--- src/hdl/udphdr_pkg.sv ---
// Shared types and constants for the Ethernet/IPv4/UDP header builder.
`timescale 1ns / 1ps

package udphdr_pkg;

  // Header geometry
  localparam int HDR_WORDS    = 21;
  localparam int HDR_BYTES    = 42;
  localparam int IP_UDP_BYTES = 28;
  localparam int UDP_BYTES    = 8;

  // Fixed header words
  localparam logic [15:0] ETH_TYPE_IPV4 = 16'h0800;
  localparam logic [15:0] IP_VER_IHL    = 16'h4500;
  localparam logic [15:0] IP_TTL_PROTO  = 16'h6411;  // TTL 100, protocol 17
  localparam logic [15:0] WORD_ZERO     = 16'h0000;

  // Configuration register indexes
  localparam logic [1:0] CFG_LOCAL_MAC = 2'd0;
  localparam logic [1:0] CFG_PEER_MAC  = 2'd1;
  localparam logic [1:0] CFG_LOCAL_IP  = 2'd2;

  // Configuration register reset values
  localparam logic [47:0] LOCAL_MAC_RESET = 48'h525400123456;
  localparam logic [47:0] PEER_MAC_RESET  = 48'h52550a000202;
  localparam logic [31:0] LOCAL_IP_RESET  = 32'h0a00020f;

  typedef struct packed {
    logic [15:0] source_port;
    logic [31:0] dest_ip;
    logic [15:0] dest_port;
    logic [15:0] payload_len;
  } req_t;

  typedef struct packed {
    logic [47:0] own_mac;
    logic [47:0] peer_mac;
    logic [31:0] own_ip;
  } cfg_t;

  // Everything the serialiser needs to emit one header
  typedef struct packed {
    logic [47:0] peer_mac;
    logic [47:0] own_mac;
    logic [31:0] own_ip;
    logic [31:0] dest_ip;
    logic [15:0] source_port;
    logic [15:0] dest_port;
    logic [15:0] ip_total_len;
    logic [15:0] udp_len;
    logic [15:0] ip_csum;
    logic        too_long;
  } frame_t;

endpackage

--- src/hdl/udp_frame_header_builder.sv ---
// Top level: configuration registers, request register and header serialiser.
`timescale 1ns / 1ps

// Each request taken on start (while busy is low) yields the 42-byte
// Ethernet/IPv4/UDP header as 21 big-endian words, one per cycle on
// result_valid, word_index 0..20, with last_word on word 20. A request whose
// frame (payload_len + 42) exceeds MAX_FRAME_BYTES gives a single beat with
// too_long and last_word set and a zero word. The receiver cannot stall:
// each beat is on the outputs for one cycle only. On an idle block a request
// passes the request, frame and output registers before its first word shows.
// The request rate is set by the serialiser issuing one word a cycle, a
// rejected request taking a single beat; one request can wait in the input
// register while the previous header is still going out. Configuration
// writes are always ready and must only be made while no header is pending.

module udp_frame_header_builder
  import udphdr_pkg::*;
#(
  parameter int MAX_FRAME_BYTES = 4096
) (
  input  logic        clk,
  input  logic        rst,
  // request channel
  input  logic        start,
  output logic        busy,
  input  logic [15:0] source_port,
  input  logic [31:0] dest_ip,
  input  logic [15:0] dest_port,
  input  logic [15:0] payload_len,
  // configuration channel
  input  logic        cfg_valid,
  output logic        cfg_ready,
  input  logic [1:0]  cfg_index,
  input  logic [47:0] cfg_data,
  // result channel
  output logic        result_valid,
  output logic [15:0] header_word,
  output logic [4:0]  word_index,
  output logic        last_word,
  output logic        too_long
);

  cfg_t        cfg;
  req_t        req;
  logic        req_valid;
  logic        ser_free;
  logic        load;
  logic        req_too_long;
  logic [16:0] frame_bytes;
  frame_t      frame;

  assign cfg_ready = 1'b1;

  // Configuration registers
  always_ff @(posedge clk) begin
    if (rst) begin
      cfg.own_mac  <= LOCAL_MAC_RESET;
      cfg.peer_mac <= PEER_MAC_RESET;
      cfg.own_ip   <= LOCAL_IP_RESET;
    end else if (cfg_valid && cfg_ready) begin
      case (cfg_index)
        CFG_LOCAL_MAC: cfg.own_mac  <= cfg_data;
        CFG_PEER_MAC:  cfg.peer_mac <= cfg_data;
        CFG_LOCAL_IP:  cfg.own_ip   <= cfg_data[31:0];
        default: ;
      endcase
    end
  end

  // Request register, freed when the serialiser takes its frame
  assign load = req_valid && ser_free;
  assign busy = req_valid && !ser_free;

  always_ff @(posedge clk) begin
    if (rst) begin
      req_valid <= 1'b0;
    end else if (start && !busy) begin
      req_valid <= 1'b1;
    end else if (load) begin
      req_valid <= 1'b0;
    end
  end

  always_ff @(posedge clk) begin
    if (start && !busy) begin
      req.source_port <= source_port;
      req.dest_ip     <= dest_ip;
      req.dest_port   <= dest_port;
      req.payload_len <= payload_len;
    end
  end

  // Frame limit check
  assign frame_bytes  = 17'(req.payload_len) + 17'(HDR_BYTES);
  assign req_too_long = frame_bytes > 17'(MAX_FRAME_BYTES);

  udphdr_csum u_csum (
    .req      (req),
    .cfg      (cfg),
    .too_long (req_too_long),
    .frame    (frame)
  );

  udphdr_ser u_ser (
    .clk          (clk),
    .rst          (rst),
    .load         (load),
    .frame        (frame),
    .free         (ser_free),
    .result_valid (result_valid),
    .header_word  (header_word),
    .word_index   (word_index),
    .last_word    (last_word),
    .too_long     (too_long)
  );

endmodule

--- src/hdl/udphdr_csum.sv ---
// Length fields and IPv4 header checksum for one registered request.
`timescale 1ns / 1ps

module udphdr_csum
  import udphdr_pkg::*;
(
  input  req_t   req,
  input  cfg_t   cfg,
  input  logic   too_long,
  output frame_t frame
);

  logic [15:0] ip_total_len;
  logic [15:0] udp_len;
  logic [19:0] sum;
  logic [16:0] fold1;
  logic [15:0] fold2;

  // Length fields wrap at 16 bits
  assign ip_total_len = req.payload_len + 16'(IP_UDP_BYTES);
  assign udp_len      = req.payload_len + 16'(UDP_BYTES);

  // Ones'-complement sum of the IP header, checksum field as zero
  assign sum = 20'(IP_VER_IHL) + 20'(ip_total_len) + 20'(IP_TTL_PROTO)
             + 20'(cfg.own_ip[31:16]) + 20'(cfg.own_ip[15:0])
             + 20'(req.dest_ip[31:16]) + 20'(req.dest_ip[15:0]);
  assign fold1 = 17'(sum[15:0]) + 17'(sum[19:16]);
  assign fold2 = fold1[15:0] + 16'(fold1[16]);

  always_comb begin
    frame.peer_mac     = cfg.peer_mac;
    frame.own_mac      = cfg.own_mac;
    frame.own_ip       = cfg.own_ip;
    frame.dest_ip      = req.dest_ip;
    frame.source_port  = req.source_port;
    frame.dest_port    = req.dest_port;
    frame.ip_total_len = ip_total_len;
    frame.udp_len      = udp_len;
    frame.ip_csum      = ~fold2;
    frame.too_long     = too_long;
  end

endmodule

--- src/hdl/udphdr_ser.sv ---
// Header serialiser: holds one frame and emits its words, one beat a cycle.
`timescale 1ns / 1ps

module udphdr_ser
  import udphdr_pkg::*;
(
  input  logic        clk,
  input  logic        rst,
  input  logic        load,
  input  frame_t      frame,
  output logic        free,
  output logic        result_valid,
  output logic [15:0] header_word,
  output logic [4:0]  word_index,
  output logic        last_word,
  output logic        too_long
);

  frame_t      frm;
  logic        active;
  logic [4:0]  cnt;
  logic        last_issue;
  logic [15:0] words [HDR_WORDS];

  // Word table for the held frame, in frame order
  always_comb begin
    words[0]  = frm.peer_mac[47:32];
    words[1]  = frm.peer_mac[31:16];
    words[2]  = frm.peer_mac[15:0];
    words[3]  = frm.own_mac[47:32];
    words[4]  = frm.own_mac[31:16];
    words[5]  = frm.own_mac[15:0];
    words[6]  = ETH_TYPE_IPV4;
    words[7]  = IP_VER_IHL;
    words[8]  = frm.ip_total_len;
    words[9]  = WORD_ZERO;
    words[10] = WORD_ZERO;
    words[11] = IP_TTL_PROTO;
    words[12] = frm.ip_csum;
    words[13] = frm.own_ip[31:16];
    words[14] = frm.own_ip[15:0];
    words[15] = frm.dest_ip[31:16];
    words[16] = frm.dest_ip[15:0];
    words[17] = frm.source_port;
    words[18] = frm.dest_port;
    words[19] = frm.udp_len;
    words[20] = WORD_ZERO;
  end

  assign last_issue = active && (frm.too_long || cnt == 5'(HDR_WORDS - 1));
  assign free       = !active || last_issue;

  // Frame hold and word counter
  always_ff @(posedge clk) begin
    if (rst) begin
      active <= 1'b0;
      cnt    <= '0;
    end else if (load) begin
      active <= 1'b1;
      cnt    <= '0;
    end else if (last_issue) begin
      active <= 1'b0;
    end else if (active) begin
      cnt <= cnt + 5'd1;
    end
  end

  always_ff @(posedge clk) begin
    if (load) begin
      frm <= frame;
    end
  end

  // Output register, one beat per cycle
  always_ff @(posedge clk) begin
    if (rst) begin
      result_valid <= 1'b0;
    end else begin
      result_valid <= active;
    end
  end

  always_ff @(posedge clk) begin
    header_word <= frm.too_long ? WORD_ZERO : words[cnt];
    word_index  <= frm.too_long ? 5'd0 : cnt;
    last_word   <= last_issue;
    too_long    <= frm.too_long;
  end

  // A new frame only replaces one that has finished
  a_load_free: assert property (@(posedge clk) disable iff (rst) load |-> free)
    else $error("frame loaded while serialiser busy");

  // A full header ends on its final word
  a_last_index: assert property (@(posedge clk) disable iff (rst)
    result_valid && last_word && !too_long |-> word_index == 5'(HDR_WORDS - 1))
    else $error("header ended on wrong word");

  // A rejected request gives one zero beat
  a_reject: assert property (@(posedge clk) disable iff (rst)
    result_valid && too_long |-> last_word && header_word == WORD_ZERO)
    else $error("malformed reject beat");

  // Words of one header follow without gaps
  a_consecutive: assert property (@(posedge clk) disable iff (rst)
    result_valid && !last_word |=> result_valid
      && word_index == $past(word_index) + 5'd1)
    else $error("gap or skip inside header");

endmodule

--- config.mk ---
export PLATFORM = sky130hd
export DESIGN_NAME = udp_frame_header_builder
export DESIGN_NICKNAME = d
export VERILOG_FILES = /design/src/hdl/udphdr_pkg.sv /design/src/hdl/udp_frame_header_builder.sv /design/src/hdl/udphdr_csum.sv /design/src/hdl/udphdr_ser.sv
export SDC_FILE = /design/constraint.sdc
export NUM_CORES = 1
export LEC_CHECK = 0
export BUFFER_PORTS_ARGS = -buffer_cell sky130_fd_sc_hd__buf_4
export CAP_MARGIN = 20
export CORE_MARGIN = 5
export CORE_UTILIZATION = 45
export DETAILED_ROUTE_END_ITERATION = 12
export GPL_TIMING_DRIVEN = 0
export SLEW_MARGIN = 20
export SYNTH_ARGS = -nofsm -noshare
export SYNTH_HDL_FRONTEND = slang
export SYNTH_SLANG_ARGS = --single-unit
--- constraint.sdc ---
create_clock -name clk -period 12.7 [get_ports clk]
set_input_delay 3.175 -clock clk [delete_from_list [all_inputs] [get_ports clk]]
set_output_delay 3.175 -clock clk [all_outputs]
set_load 0.005 [all_outputs]
Word level (Yosys, flattened, before mapping). Cells that the tools add are included.

Flip-flop bits (word level): 480. Output and inout bits: 26.

Add/subtract/negate cells: 12. Magnitude comparators: 2. Equality and inequality tests: 3. Multiplexer cells: 7. Bitwise gates (word level): 3. Reductions and logical operators: 17.

Operators by type and width (number): adder 20 x 16 -> 20 bit (4); binary-select mux 16 bit (select 5 bit) (1); two-way mux 16 bit (2); adder 20 x 15 -> 20 bit (second input constant) (1); adder 15 x 16 -> 17 bit (first input constant) (1); adder 16 x 4 -> 17 bit (1); adder 16 x 6 -> 17 bit (second input constant) (1); > comparator 17 x 13 -> 1 bit (second input constant) (1); adder 16 x 1 -> 16 bit (1); adder 16 x 4 -> 16 bit (second input constant) (1); adder 16 x 5 -> 16 bit (second input constant) (1); NOT 16 bit (1); AND reduction 2 bit (4); >= comparator 6 bit (second input constant) (1); NOT 5 -> 6 bit (1); adder 5 x 1 -> 5 bit (second input constant) (1); == test 5 bit (second input constant) (1); logical AND 1 bit (4); two-way mux 1 bit (4); nonzero test 2 bit (2); zero test 1 bit (3); == test 2 x 1 -> 1 bit (second input constant) (1); == test 2 bit (second input constant) (1); zero test 2 bit (1); 3 further kinds (4).

Longest topological paths before layout. Gate-level depths: netlist of run 1.

Depth after elaboration: 10. Gate-level depth with buffers: 39. Depth with buffers taken out: 38.

By module. Synthesis of run 1 repeated with hierarchy kept, for this count alone.

Cells, all modules: 1867. Area, all modules: 22570.4 µm².

Modules (own cells, without submodules): udphdr_ser (instances 1, cells each 545, area an instance 10211.0 µm², sequential area each 7837.5 µm²); udp_frame_header_builder (instances 1, cells each 685, area an instance 7181.9 µm², sequential area each 4984.8 µm²); udphdr_csum (instances 1, cells each 637, area an instance 5177.5 µm², sequential area each 0.0 µm²).

Least setup slack after synthesis of run 1. No wires, ideal clock.

Path type: register to register. Start: register, netlist name req[4]. End: register u_ser.frm[16] (netlist bit) (data pin). Arrival time: 8260 ps. Data required time: 12530 ps. Setup slack: 4270 ps. Cell stages (with the launch flop): 39. Period minus slack after synthesis: 8430 ps. Cells stage by stage: edfxtp_1 > clkbuf_1 > inv_1 > ha_1 > a21boi_1 > nor2_1 > xnor2_1 > xnor2_1 > fa_1 > inv_1 > fa_1 > fa_1 > inv_1 > ha_1 > clkbuf_1 > a2111oi_2 > a21boi_1 > nor3_1 > [3 not listed] > xor2_1 > ha_1 > inv_1 > fa_1 > nor2b_1 > o211ai_2 > nor4_4 > nand4_1 > nor2_1 > nand2_1 > nor2_1 > ha_1 > nor2b_1 > nand2_1 > nor3_1 > and4b_1 > a211oi_1 > nor4_2.

RTL lines: end signal: assignment (line udphdr_ser.sv:70) `frm <= frame;`; end: declaration (line udphdr_ser.sv:19) `frame_t frm;`.

==> summary.md, run 1 <==
| Metric | Value |
|---|---|
| Clock skew | 0.0491 ns |
| Worst Path Required | 13.12 ns |
| PwrDens | 185 nW/um^2 |
| Maximum Capacitance Violations | 0 |
| Mapped Area | 21000 sq um |
| First-pass GRT wire length | 88.1 mm |
| Port bufs | 157 |
| GRT Residual Overflow | 0 |
| Cells after synthesis | 1732 |
| Drt pass-1 iters | 5 |
| Post-DP HPWL | 45.7 mm |
| Postcts setup bufs | 0 |
| Layout cell share with drive strength beyond 1 | 0.160 |
| Top_reg_cell synth | edfxtp_1 |
| EDFF count, synth | 319 |
| TritonCTS Sinks | 478 |
| CTS resizes | 0 |
| Wire per inst | 23.4 um |
| Fmax achieved | 94.0 MHz |
| Area growth syn-to-layout | 18.8% |
| TritonCTS buffer count | 50 |
| Final Routed Wirelength | 60.8 mm |
| Crit path DAT | 11.07 ns |
| Worst-Margin Slew | 1.01 ns |
| H-tree depth | 2 |
| Post-DR vias/cell | 5.44 |
| RSZ-0062 raised after global routing | false |
| Setup Crit Path Kind | reg -> reg |
| Crit path largest cell delay | 0.59 ns |
| ANT nets after route | 0 |
| Static Leak | 9.20 nW |
| Hold Crit Class | reg -> reg |
| CP max stage cell | nor3_1 |
| Routability cong. | 0.898 |
| Warning count from the yosys run | 0 |
| Worst VDD drop | 169 uV |
| # DRC | 0 |
| CORE AREA | 46400 sq um |
| CTS root buffer | clkbuf_16 |
| FF+latch count, synth | 478 |
| Vias in the first global route | 13800 |
| CTS clk-pin slew, worst paths | 0.07 ns |
| Rel. slew slack | 0.329 |
| Post-route setup slack | 2.06 ns |
| Mean post-synth cell area | 12.1 sq um |
| Total negative slack | 0 ns |
| Pre-CTS setup slack | 2.12 ns |
| Fin crit share | 0.838 |
| Post-layout util | 0.537 |
| Starting density of the core | 0.452 |
| Ys async rst share | 0 |
| Register area share after synthesis | 0.608 |
| Clock latency on the worst-skew pair | 0.63 ns |
| Diodes inserted | 0 |
| CTS Buffer Depth | 3 |
| Io pins | 160 |
| Synthesized Nets | 1963 |
| Setup crit end kind | register |
| Placement row count | 79 |
| Die area | 51000 sq um |
| Filler cells | 3981 |
| Nets | 2181 |
| Footprint of the multi-input gates | 7510 sq um |
| CP Max Fanout | 7 |
| Final hold violation count | 0 |
| Via Count | 14100 |
| Post-layout minimum cycle time | 10.64 ns |
| Cts hold-fix bufs | 0 |
| Final setup vio count | 0 |
| Antenna violations before repair | 0 |
| Largest net degree at the start of global routing | 54 |
| Max-slew violation count | 0 |
| TritonCTS clock tree | yes |
| Distinct cells, synth | 73 |
| Die X | 226 um |
| Status | completed |
| Worst setup SP type | register |
| DRT iter0 DRCs | 1483 |
| Die Span Y | 226 um |
| FF/Latch Area | 12800 sq um |
| Total GRT Usage | 0.236 |
## path summary, 6_finish.rpt
path | start | endpoint | slack [ns] | depth (start not counted)
worst max-delay path | req[3] | u_ser.frm[13] | 2.06 | 37
worst min-delay path | req[65] | u_ser.frm[66] | 0.42 | 0
worst max register to register | req[3] | u_ser.frm[13] | 2.06 | 37
worst min register to register | req[65] | u_ser.frm[66] | 0.42 | 0
## through the flow
stage / hold WS (ns) / cell area [sq um] / total power, mW / std cells
floorplan: 0.400 / 21000 / 2.73 / 1732
global placement: 0.403 / 22900 / 3.05 / 2496
detailed placement: 0.405 / 23100 / 3.05 / 2504
CTS: 0.418 / 24900 / 4.63 / 2597
global route: 0.423 / 24900 / 4.83 / 2598
finish: 0.418 / 24900 / 4.61 / 2598
## cells in the mapped netlist, types with 3 or more instances
library cell / number / area [sq um]
o21a_1: 7 / 52.6
and4_1: 3 / 26.3
o21ai_0: 52 / 260
a21oi_1: 149 / 746
xnor2_1: 31 / 272
o31ai_1: 5 / 37.5
nor3_1: 17 / 85.1
a211o_1: 4 / 35.0
a31oi_1: 10 / 62.6
clkbuf_1: 71 / 267
a2111oi_2: 3 / 45.0
buf_1: 14 / 52.6
nand4_1: 6 / 37.5
mux2i_1: 37 / 370
and3_1: 8 / 50.1
o211ai_1: 7 / 52.6
dfxtp_1: 159 / 3180
or4_1: 4 / 30.0
nand2_1: 309 / 1160
ha_1: 49 / 613
nor2b_1: 14 / 87.6
xor2_1: 21 / 184
nand3b_1: 35 / 263
fa_1: 48 / 961
or3_1: 8 / 50.1
nand2b_1: 7 / 43.8
nor3b_1: 3 / 22.5
buf_2: 6 / 30.0
or2_2: 5 / 31.3
and2_1: 4 / 25.0
edfxtp_1: 319 / 9580
nor2_1: 95 / 357
a211oi_1: 11 / 82.6
o221ai_1: 11 / 96.3
a21o_1: 4 / 30.0
nand3_1: 19 / 95.1
o22ai_1: 4 / 25.0
inv_1: 95 / 357
mux4_2: 33 / 743
## registers in the layout, summed over array words and instances (netlist names)
signal / count
cfg: 128
req: 80
req_valid: 1
u_ser.active: 1
u_ser.cnt: 5
u_ser.frm: 239
u_ser.header_word: 16
u_ser.last_word: 1
u_ser.result_valid: 1
u_ser.too_long: 1
u_ser.word_index: 5
## logic make-up (layout without fill, tap and decap cells)
kind of cell,Yosys count,count (layout),share of synthesized area
adder cells (fa/ha/maj),97,97,0.0750
other,1,1,0.000179
AND/OR/NAND/NOR,550,550,0.119
multiplexers,71,71,0.0536
flip-flops,478,478,0.608
buffers and inverters,188,447,0.0344
AO/OA/AOI/OAI,292,292,0.0846
XOR/XNOR,55,55,0.0244
## cells in the final DEF, fill, tap and decap left out, drive strengths merged, types with 5 or more instances in the layout
cell type	Yosys	routed
a21oi	149	149
o211ai	8	8
o21ai	53	53
nor2b	14	14
buf	22	188
nand2	309	309
nand4	7	7
xnor2	31	31
o31ai	5	5
ha	49	49
nand3b	35	35
clkinv	0	17
nand2b	7	7
fa	48	48
mux4	33	33
nor2	95	95
a211oi	13	13
mux2i	37	37
nor3	17	17
o21a	7	7
nand3	19	19
clkbuf	71	135
or3	8	8
a31oi	10	10
o221ai	11	11
bufinv	0	7
and3	8	8
or2	5	5
xor2	23	23
edfxtp	319	319
dfxtp	159	159
inv	95	99
nor4	5	5
## routing by layer
metal  wire length (um)  part of all wire  vias to the layer above  global-route usage
li1                   -                 -                     6580                   -
met1              25700              0.42                     6969               0.324
met2              28600              0.47                      473               0.377
met3               4060             0.067                      113              0.0415
met4               2390             0.039                        0              0.0898
met5                  0                 0                        -                   0
## critical path: cells and delay by family, from the launching register on
kind	cells	cell delay, ns
AOI/OAI and AO/OA	6	1.58
xor gates and xnor gates	3	0.81
adders and majority gates	8	2.93
buffers and inverters	5	0.60
DFF	1	0.47
and+or+nand+nor	15	4.03
## power breakdown
group,internal [mW],switching (mW)
clock network,0.930,0.649
logic,0.484,0.708
registers,1.79,0.0542
## layout make-up
| class | instances | area share |
|---|---|---|
| Sequential cell | 478 | 0.512 |
| Multi-Input combinational cell | 1066 | 0.301 |
| Clock buffer | 64 | 0.0559 |
| Timing Repair Buffer | 166 | 0.0547 |
| Tap cell | 607 | 0.0305 |
| Clock inverter | 29 | 0.0164 |
| Buffer | 93 | 0.0146 |
| Inverter | 95 | 0.0143 |
No activity file was read; power rests on OpenSTA's default activity.
==> inputs of run 2 (changes only) <==
==> constraint.sdc (replaced) <==
create_clock -name clk -period 9.52 [get_ports clk]
set_input_delay 2.38 -clock clk [delete_from_list [all_inputs] [get_ports clk]]
set_output_delay 2.38 -clock clk [all_outputs]
set_load 0.005 [all_outputs]
==> summary.md, run 2 (synthesis gave the netlist of run 1 again) <==
| Metric | Value |
|---|---|
| Final Cell Area | 25100 sq um |
| Hold Crit Class | reg -> reg |
| Worst Reg-to-Reg Cells | 37 |
| Final Routed Wirelength | 60.8 mm |
| Setup Crit Path Kind | reg -> reg |
| Cell depth of the worst hold path | 0 |
| Post-DR vias/cell | 5.46 |
| Pre-CTS setup slack | -1.06 ns |
| Largest net degree at the start of global routing | 54 |
| DRT iter0 DRCs | 1478 |
| Worst-Margin Slew | 0.980 ns |
| CTS Buffer Depth | 3 |
| CP max stage cell | fa_1 |
| Clock latency on the worst-skew pair | 0.63 ns |
| Top reg by flops | u_ser.frm |
| Antenna violations before repair | 0 |
| CTS clk-pin slew, worst paths | 0.07 ns |
| Placement row count | 79 |
| Diodes inserted | 0 |
| Maximum Capacitance Violations | 0 |
| Cts hold-fix bufs | 0 |
| TritonCTS Sinks | 478 |
| Worst VDD drop | 224 uV |
| Footprint of the multi-input gates | 7640 sq um |
| Dpl cells | 2504 |
| Max-slew violation count | 0 |
| First-pass GRT wire length | 88.3 mm |
| Nets | 2183 |
| Fmax achieved | 112 MHz |
| Post-route setup slack | 0.610 ns |
| Starting density of the core | 0.452 |
| Vias in the first global route | 13800 |
| PwrDens | 248 nW/um^2 |
| Static Leak | 9.26 nW |
| Final cell count without fillers | 2600 |
| Crit path DAT | 9.26 ns |
| Drt pass-1 iters | 6 |
| Crit path largest cell delay | 0.55 ns |
| Io pins | 160 |
| Worst path most repeated cell | fa_1 |
| Routability cong. | 0.898 |
| CORE AREA | 46400 sq um |
| Worst Path Required | 9.87 ns |
| Layout cell share with drive strength beyond 1 | 0.172 |
| Most frequent cells in the layout | edfxtp_1, nand2_1, buf_4 |
| # DRC | 0 |
| RSZ-0062 raised after global routing | false |
| Die area | 51000 sq um |
| FF/Latch Area | 12800 sq um |
| CP Max Fanout | 8 |
| GRT Residual Overflow | 0 |
| Post-DP HPWL | 45.7 mm |
| Filler cells | 3974 |
| Setup crit end kind | register |
| TritonCTS buffer count | 50 |
| Total GRT Usage | 0.236 |
| Hold WS | 0.418 ns |
| Largest register FFs | 239 |
| Post-layout minimum cycle time | 8.91 ns |
| ANT nets after route | 0 |
| Die X | 226 um |
| Via Count | 14200 |
| R2r setup slk | 0.61 ns |
| Die Span Y | 226 um |
| Commonest non-fill, non-tap cell in the layout | edfxtp_1 |
| H-tree depth | 2 |
| CTS root buffer | clkbuf_16 |
| Rel. slew slack | 0.347 |
| Largest regs | u_ser.frm: 239 flops, cfg: 128 flops, req: 80 flops |
| Status | completed |
| Clock skew | 0.0503 ns |
| Area growth syn-to-layout | 19.5% |
| Wire per inst | 23.4 um |
| Port bufs | 157 |
| Placed cell areas | 23100 sq um |
| Fin crit share | 0.936 |
| Final setup vio count | 0 |
| TritonCTS clock tree | yes |
| Worst setup SP type | register |
| Final hold violation count | 0 |
## run 2: cell count changes in the layout (fill, tap and decap cells not counted), moves of 3 or more
cell | before | now
buf_4 | 159 | 164
clkbuf_1 | 76 | 73
nor3_1 | 17 | 14
nor2b_1 | 13 | 10
nor2_1 | 95 | 92
## run 2: stage by stage
stage	utilization	setup TNS (ns)	power, mW
2_1_floorplan	-	0	3.64
3_3_place_gp	0.494	-355.10	4.07
3_5_place_dp	0.498	-7.03	4.06
4_1_cts	0.539	0	6.20
5_1_grt	0.541	0	6.50
6_report	0.541	0	6.21
## run 2: path summary, 6_finish.rpt
path | startpoint | end
hold / removal | req[65] | u_ser.frm[66]
setup / recovery | req[2] | u_ser.frm[13]
setup reg to reg | req[2] | u_ser.frm[13]
hold reg to reg | req[65] | u_ser.frm[66]
## run 2: critical path, delay by kind of cell, from the launching register on
kind            cells  cell delay, ns
compound gates      7            1.21
xor+xnor            3            0.64
fa+ha+maj           7            2.76
buf+inv             4            0.46
flops               1            0.48
simple gates       16            3.05
## run 2: layout make-up
class / count / area share
Sequential cell: 478 / 0.509
Multi-Input combinational cell: 1066 / 0.305
Timing Repair Buffer: 171 / 0.0559
Clock buffer: 64 / 0.0556
Tap cell: 607 / 0.0303
Clock inverter: 29 / 0.0163
Inverter: 95 / 0.0142
Buffer: 90 / 0.0141
## run 2: routing by layer
layer / up-vias / track usage / share of wire
met5: - / 0 / 0
met2: 534 / 0.376 / 0.47
met4: 0 / 0.0939 / 0.042
met1: 6964 / 0.324 / 0.42
met3: 119 / 0.0416 / 0.067
li1: 6581 / - / -
## run 2: repair_timing
item                                   in CTS  in global routing
endpoints found under the hold margin       0                  0
pin swaps                                   2                  1
resized for setup                           9                 19
setup endpoints to repair                  13                  9
setup buffers                               3                  2
## run 2: power breakdown
part | switching, mW | total (mW) | internal, mW
Sequential | 0.0729 | 2.46 | 2.39
Combinational | 0.977 | 1.64 | 0.666
Clock | 0.864 | 2.11 | 1.24
==> inputs of run 3 (changes only) <==
--- a/config.mk
+++ b/config.mk
@@ -5,12 +5,13 @@
 export SDC_FILE = /design/constraint.sdc
 export NUM_CORES = 1
 export LEC_CHECK = 0
+export ABC_AREA = 1
 export BUFFER_PORTS_ARGS = -buffer_cell sky130_fd_sc_hd__buf_4
-export CAP_MARGIN = 20
 export CORE_MARGIN = 5
 export CORE_UTILIZATION = 45
 export DETAILED_ROUTE_END_ITERATION = 12
 export GPL_TIMING_DRIVEN = 0
+export PLACE_DENSITY = 0.65
 export SLEW_MARGIN = 20
 export SYNTH_ARGS = -nofsm -noshare
 export SYNTH_HDL_FRONTEND = slang
==> summary.md, run 3 <==
| Metric | Value |
|---|---|
| Post-synthesis mux area share | 0 |
| Worst-Margin Slew | 0.955 ns |
| Pre-CTS setup slack | -0.0628 ns |
| Drt pass-1 iters | 6 |
| TritonCTS Sinks | 478 |
| Maximum Capacitance Violations | 0 |
| Starting density of the core | 0.455 |
| Distinct cells, synth | 49 |
| Commonest non-fill, non-tap cell in the layout | edfxtp_1 |
| Placement row count | 78 |
| Count leader, synth | edfxtp_1 |
| Sequential Power Share | 0.408 |
| Worst path most repeated cell | nand2_1 |
| CORE AREA | 45400 sq um |
| GRT Residual Overflow | 0 |
| Setup crit end kind | register |
| Fraction of the mapped netlist area in adder cells | 0.0762 |
| Switching fraction of total power | 0.325 |
| Crit path largest cell delay | 0.59 ns |
| Worst setup SP type | register |
| Clock latency on the worst-skew pair | 0.61 ns |
| Post-layout minimum cycle time | 8.74 ns |
| Synth top area share | 0.463 |
| Ys async rst share | 0 |
| Status | completed |
| ANT nets after route | 0 |
| EDFF count, synth | 319 |
| Top post-synthesis cells by area | edfxtp_1, dfxtp_1, nor2_1, nand2_1, o21ai_0 |
| Via Count | 15100 |
| Post-DR vias/cell | 5.40 |
| Register area share after synthesis | 0.617 |
| Synth Area in Compound Gates | 0.0935 |
| Post-route setup slack | 0.781 ns |
| Nets | 2387 |
| Warning count from the yosys run | 0 |
| Synth area leader | edfxtp_1 |
| Cells after synthesis | 1939 |
| Comb pwr share | 0.277 |
| H-tree depth | 2 |
| Layout cell share with drive strength beyond 1 | 0.133 |
| Total internal power | 4.09 mW |
| Post-layout util | 0.539 |
| Final Routed Wirelength | 61.3 mm |
| Largest net degree at the start of global routing | 94 |
| FF+latch count, synth | 478 |
| Top_reg_cell synth | edfxtp_1 |
| Vias in the first global route | 14600 |
| Clock skew | 0.0408 ns |
| # DRC | 0 |
| Die Span Y | 224 um |
| Static Leak | 9.86 nW |
| Mean post-synth cell area | 10.7 sq um |
| TritonCTS buffer count | 49 |
| CP Max Fanout | 6 |
| Max-slew violation count | 0 |
| Synth Area in Simple Gates | 0.144 |
| Setup Crit Path Kind | reg -> reg |
| Area growth syn-to-layout | 18.3% |
| Antenna violations before repair | 0 |
| Fmax achieved | 114 MHz |
| Commonest cells post-synth | edfxtp_1, nor2_1, nand2_1 |
| Crit path DAT | 9.07 ns |
| Total GRT Usage | 0.238 |
| Post-DP HPWL | 46.2 mm |
| First-pass GRT wire length | 90.3 mm |
| DRT iter0 DRCs | 1782 |
| Xor and xnor area share after synthesis | 0.0208 |
| Port bufs | 158 |
| Final hold violation count | 0 |
| CTS root buffer | clkbuf_16 |
| CTS Buffer Depth | 3 |
| Largest register FFs | 239 |
| Wire per inst | 21.9 um |
| Die X | 224 um |
| Final setup vio count | 0 |
| Mapped Area | 20700 sq um |
| TritonCTS clock tree | yes |
| Routability cong. | 0.938 |
| Worst VDD drop | 227 uV |
| CP max stage cell | fa_1 |
| Most frequent cells in the layout | edfxtp_1, nor2_1, nand2_1 |
| Final cell count without fillers | 2795 |
| Io pins | 160 |
| Hold Crit Class | reg -> reg |
| Top reg by flops | u_ser.frm |
| PwrDens | 248 nW/um^2 |
| RSZ-0062 raised after global routing | false |
| Rel. slew slack | 0.358 |
| Largest family of logic cells by synthesized area | simple AND/OR/NAND/NOR gates |
| Largest regs | u_ser.frm: 239 flops, cfg: 128 flops, req: 80 flops |
| Dpl cells | 2700 |
| NetSw | 1.97 mW |
| Fin crit share | 0.918 |
| Die area | 50300 sq um |
| Synthesized Nets | 2170 |
| CTS clk-pin slew, worst paths | 0.06 ns |
| Clock power frac | 0.316 |
| Worst Path Required | 9.85 ns |
-- run 3: cell count changes after synthesis, moves of 14 or more --
cell	before	now
nand3b_1	35	1
nor2b_1	14	0
nand2_1	309	272
nand3_1	19	90
xnor2_1	31	10
a21oi_1	149	43
mux2i_1	37	0
inv_1	95	175
a22oi_1	0	41
nor2_1	95	307
o21ai_0	52	197
mux4_2	33	0
-- run 3: path summary, 6_finish.rpt --
kind | start | to | slack (ns) | cells past startpoint
setup / recovery | req[4] | u_ser.frm[15] | 0.78 | 50
setup reg to reg | req[4] | u_ser.frm[15] | 0.78 | 50
hold / removal | cfg[83] | u_ser.frm[148] | 0.40 | 0
hold reg to reg | cfg[83] | u_ser.frm[148] | 0.40 | 0
-- run 3: stage by stage --
step	setup TNS (ns)	cell area [sq um]	hold WS, ns	total power [mW]
CTS	0	24300	0.399	6.03
global route	0	24400	0.420	6.38
detailed placement	-0.125	22700	0.405	4.12
finish	0	24400	0.399	6.06
floorplan	0	20700	0.400	3.66
global placement	-49.81	22600	0.405	4.09
-- run 3: timing repair --
item,in CTS,in global routing
setup endpoints to repair,3,10
setup buffers,0,5
pin swaps,0,5
resized for setup,2,19
hold buffers,0,0
-- run 3: cell families after synthesis --
group	count (synthesis)
xor+xnor	46
compound gates	334
flops	478
simple gates	719
fa+ha+maj	97
other cells	1
buf+inv	264
-- run 3: critical path: cells and delay by family, from the launching register on --
kind / cells / cell delay (ns)
and+or+nand+nor: 29 / 3.43
adders and majority gates: 7 / 2.61
AOI/OAI and AO/OA: 4 / 0.73
xor gates and xnor gates: 3 / 0.63
buffers and inverters: 7 / 0.59
DFF: 1 / 0.46
-- run 3: cell type report --
type                       count  area (sq um)
inverter                     182           693
clock inverter                16           184
multi-input combinational   1197          7000
tap                          600           751
sequential                   478         12800
buffer                        82           313
fill                        3979         20900
clock buffer                  73          1430
timing repair buffer         166          1310
antenna                        1          2.50
-- run 3: power by group through the flow --
| stage | clock network, mW | logic (mW) | registers, mW |
|---|---|---|---|
| floorplan | 0 | 1.18 | 2.48 |
| global placement | 0 | 1.57 | 2.53 |
| detailed placement | 0 | 1.61 | 2.51 |
| CTS | 1.93 | 1.63 | 2.47 |
| global route | 2.02 | 1.88 | 2.48 |
| finish | 1.91 | 1.68 | 2.47 |
-- run 3: layer usage --
layer  vias up  track usage  share of wire
li1       7008            -              -
met1      7310        0.330           0.42
met2       667        0.384           0.47
met3       115       0.0384          0.078
met4         0       0.0835          0.034
met5         -            0              0
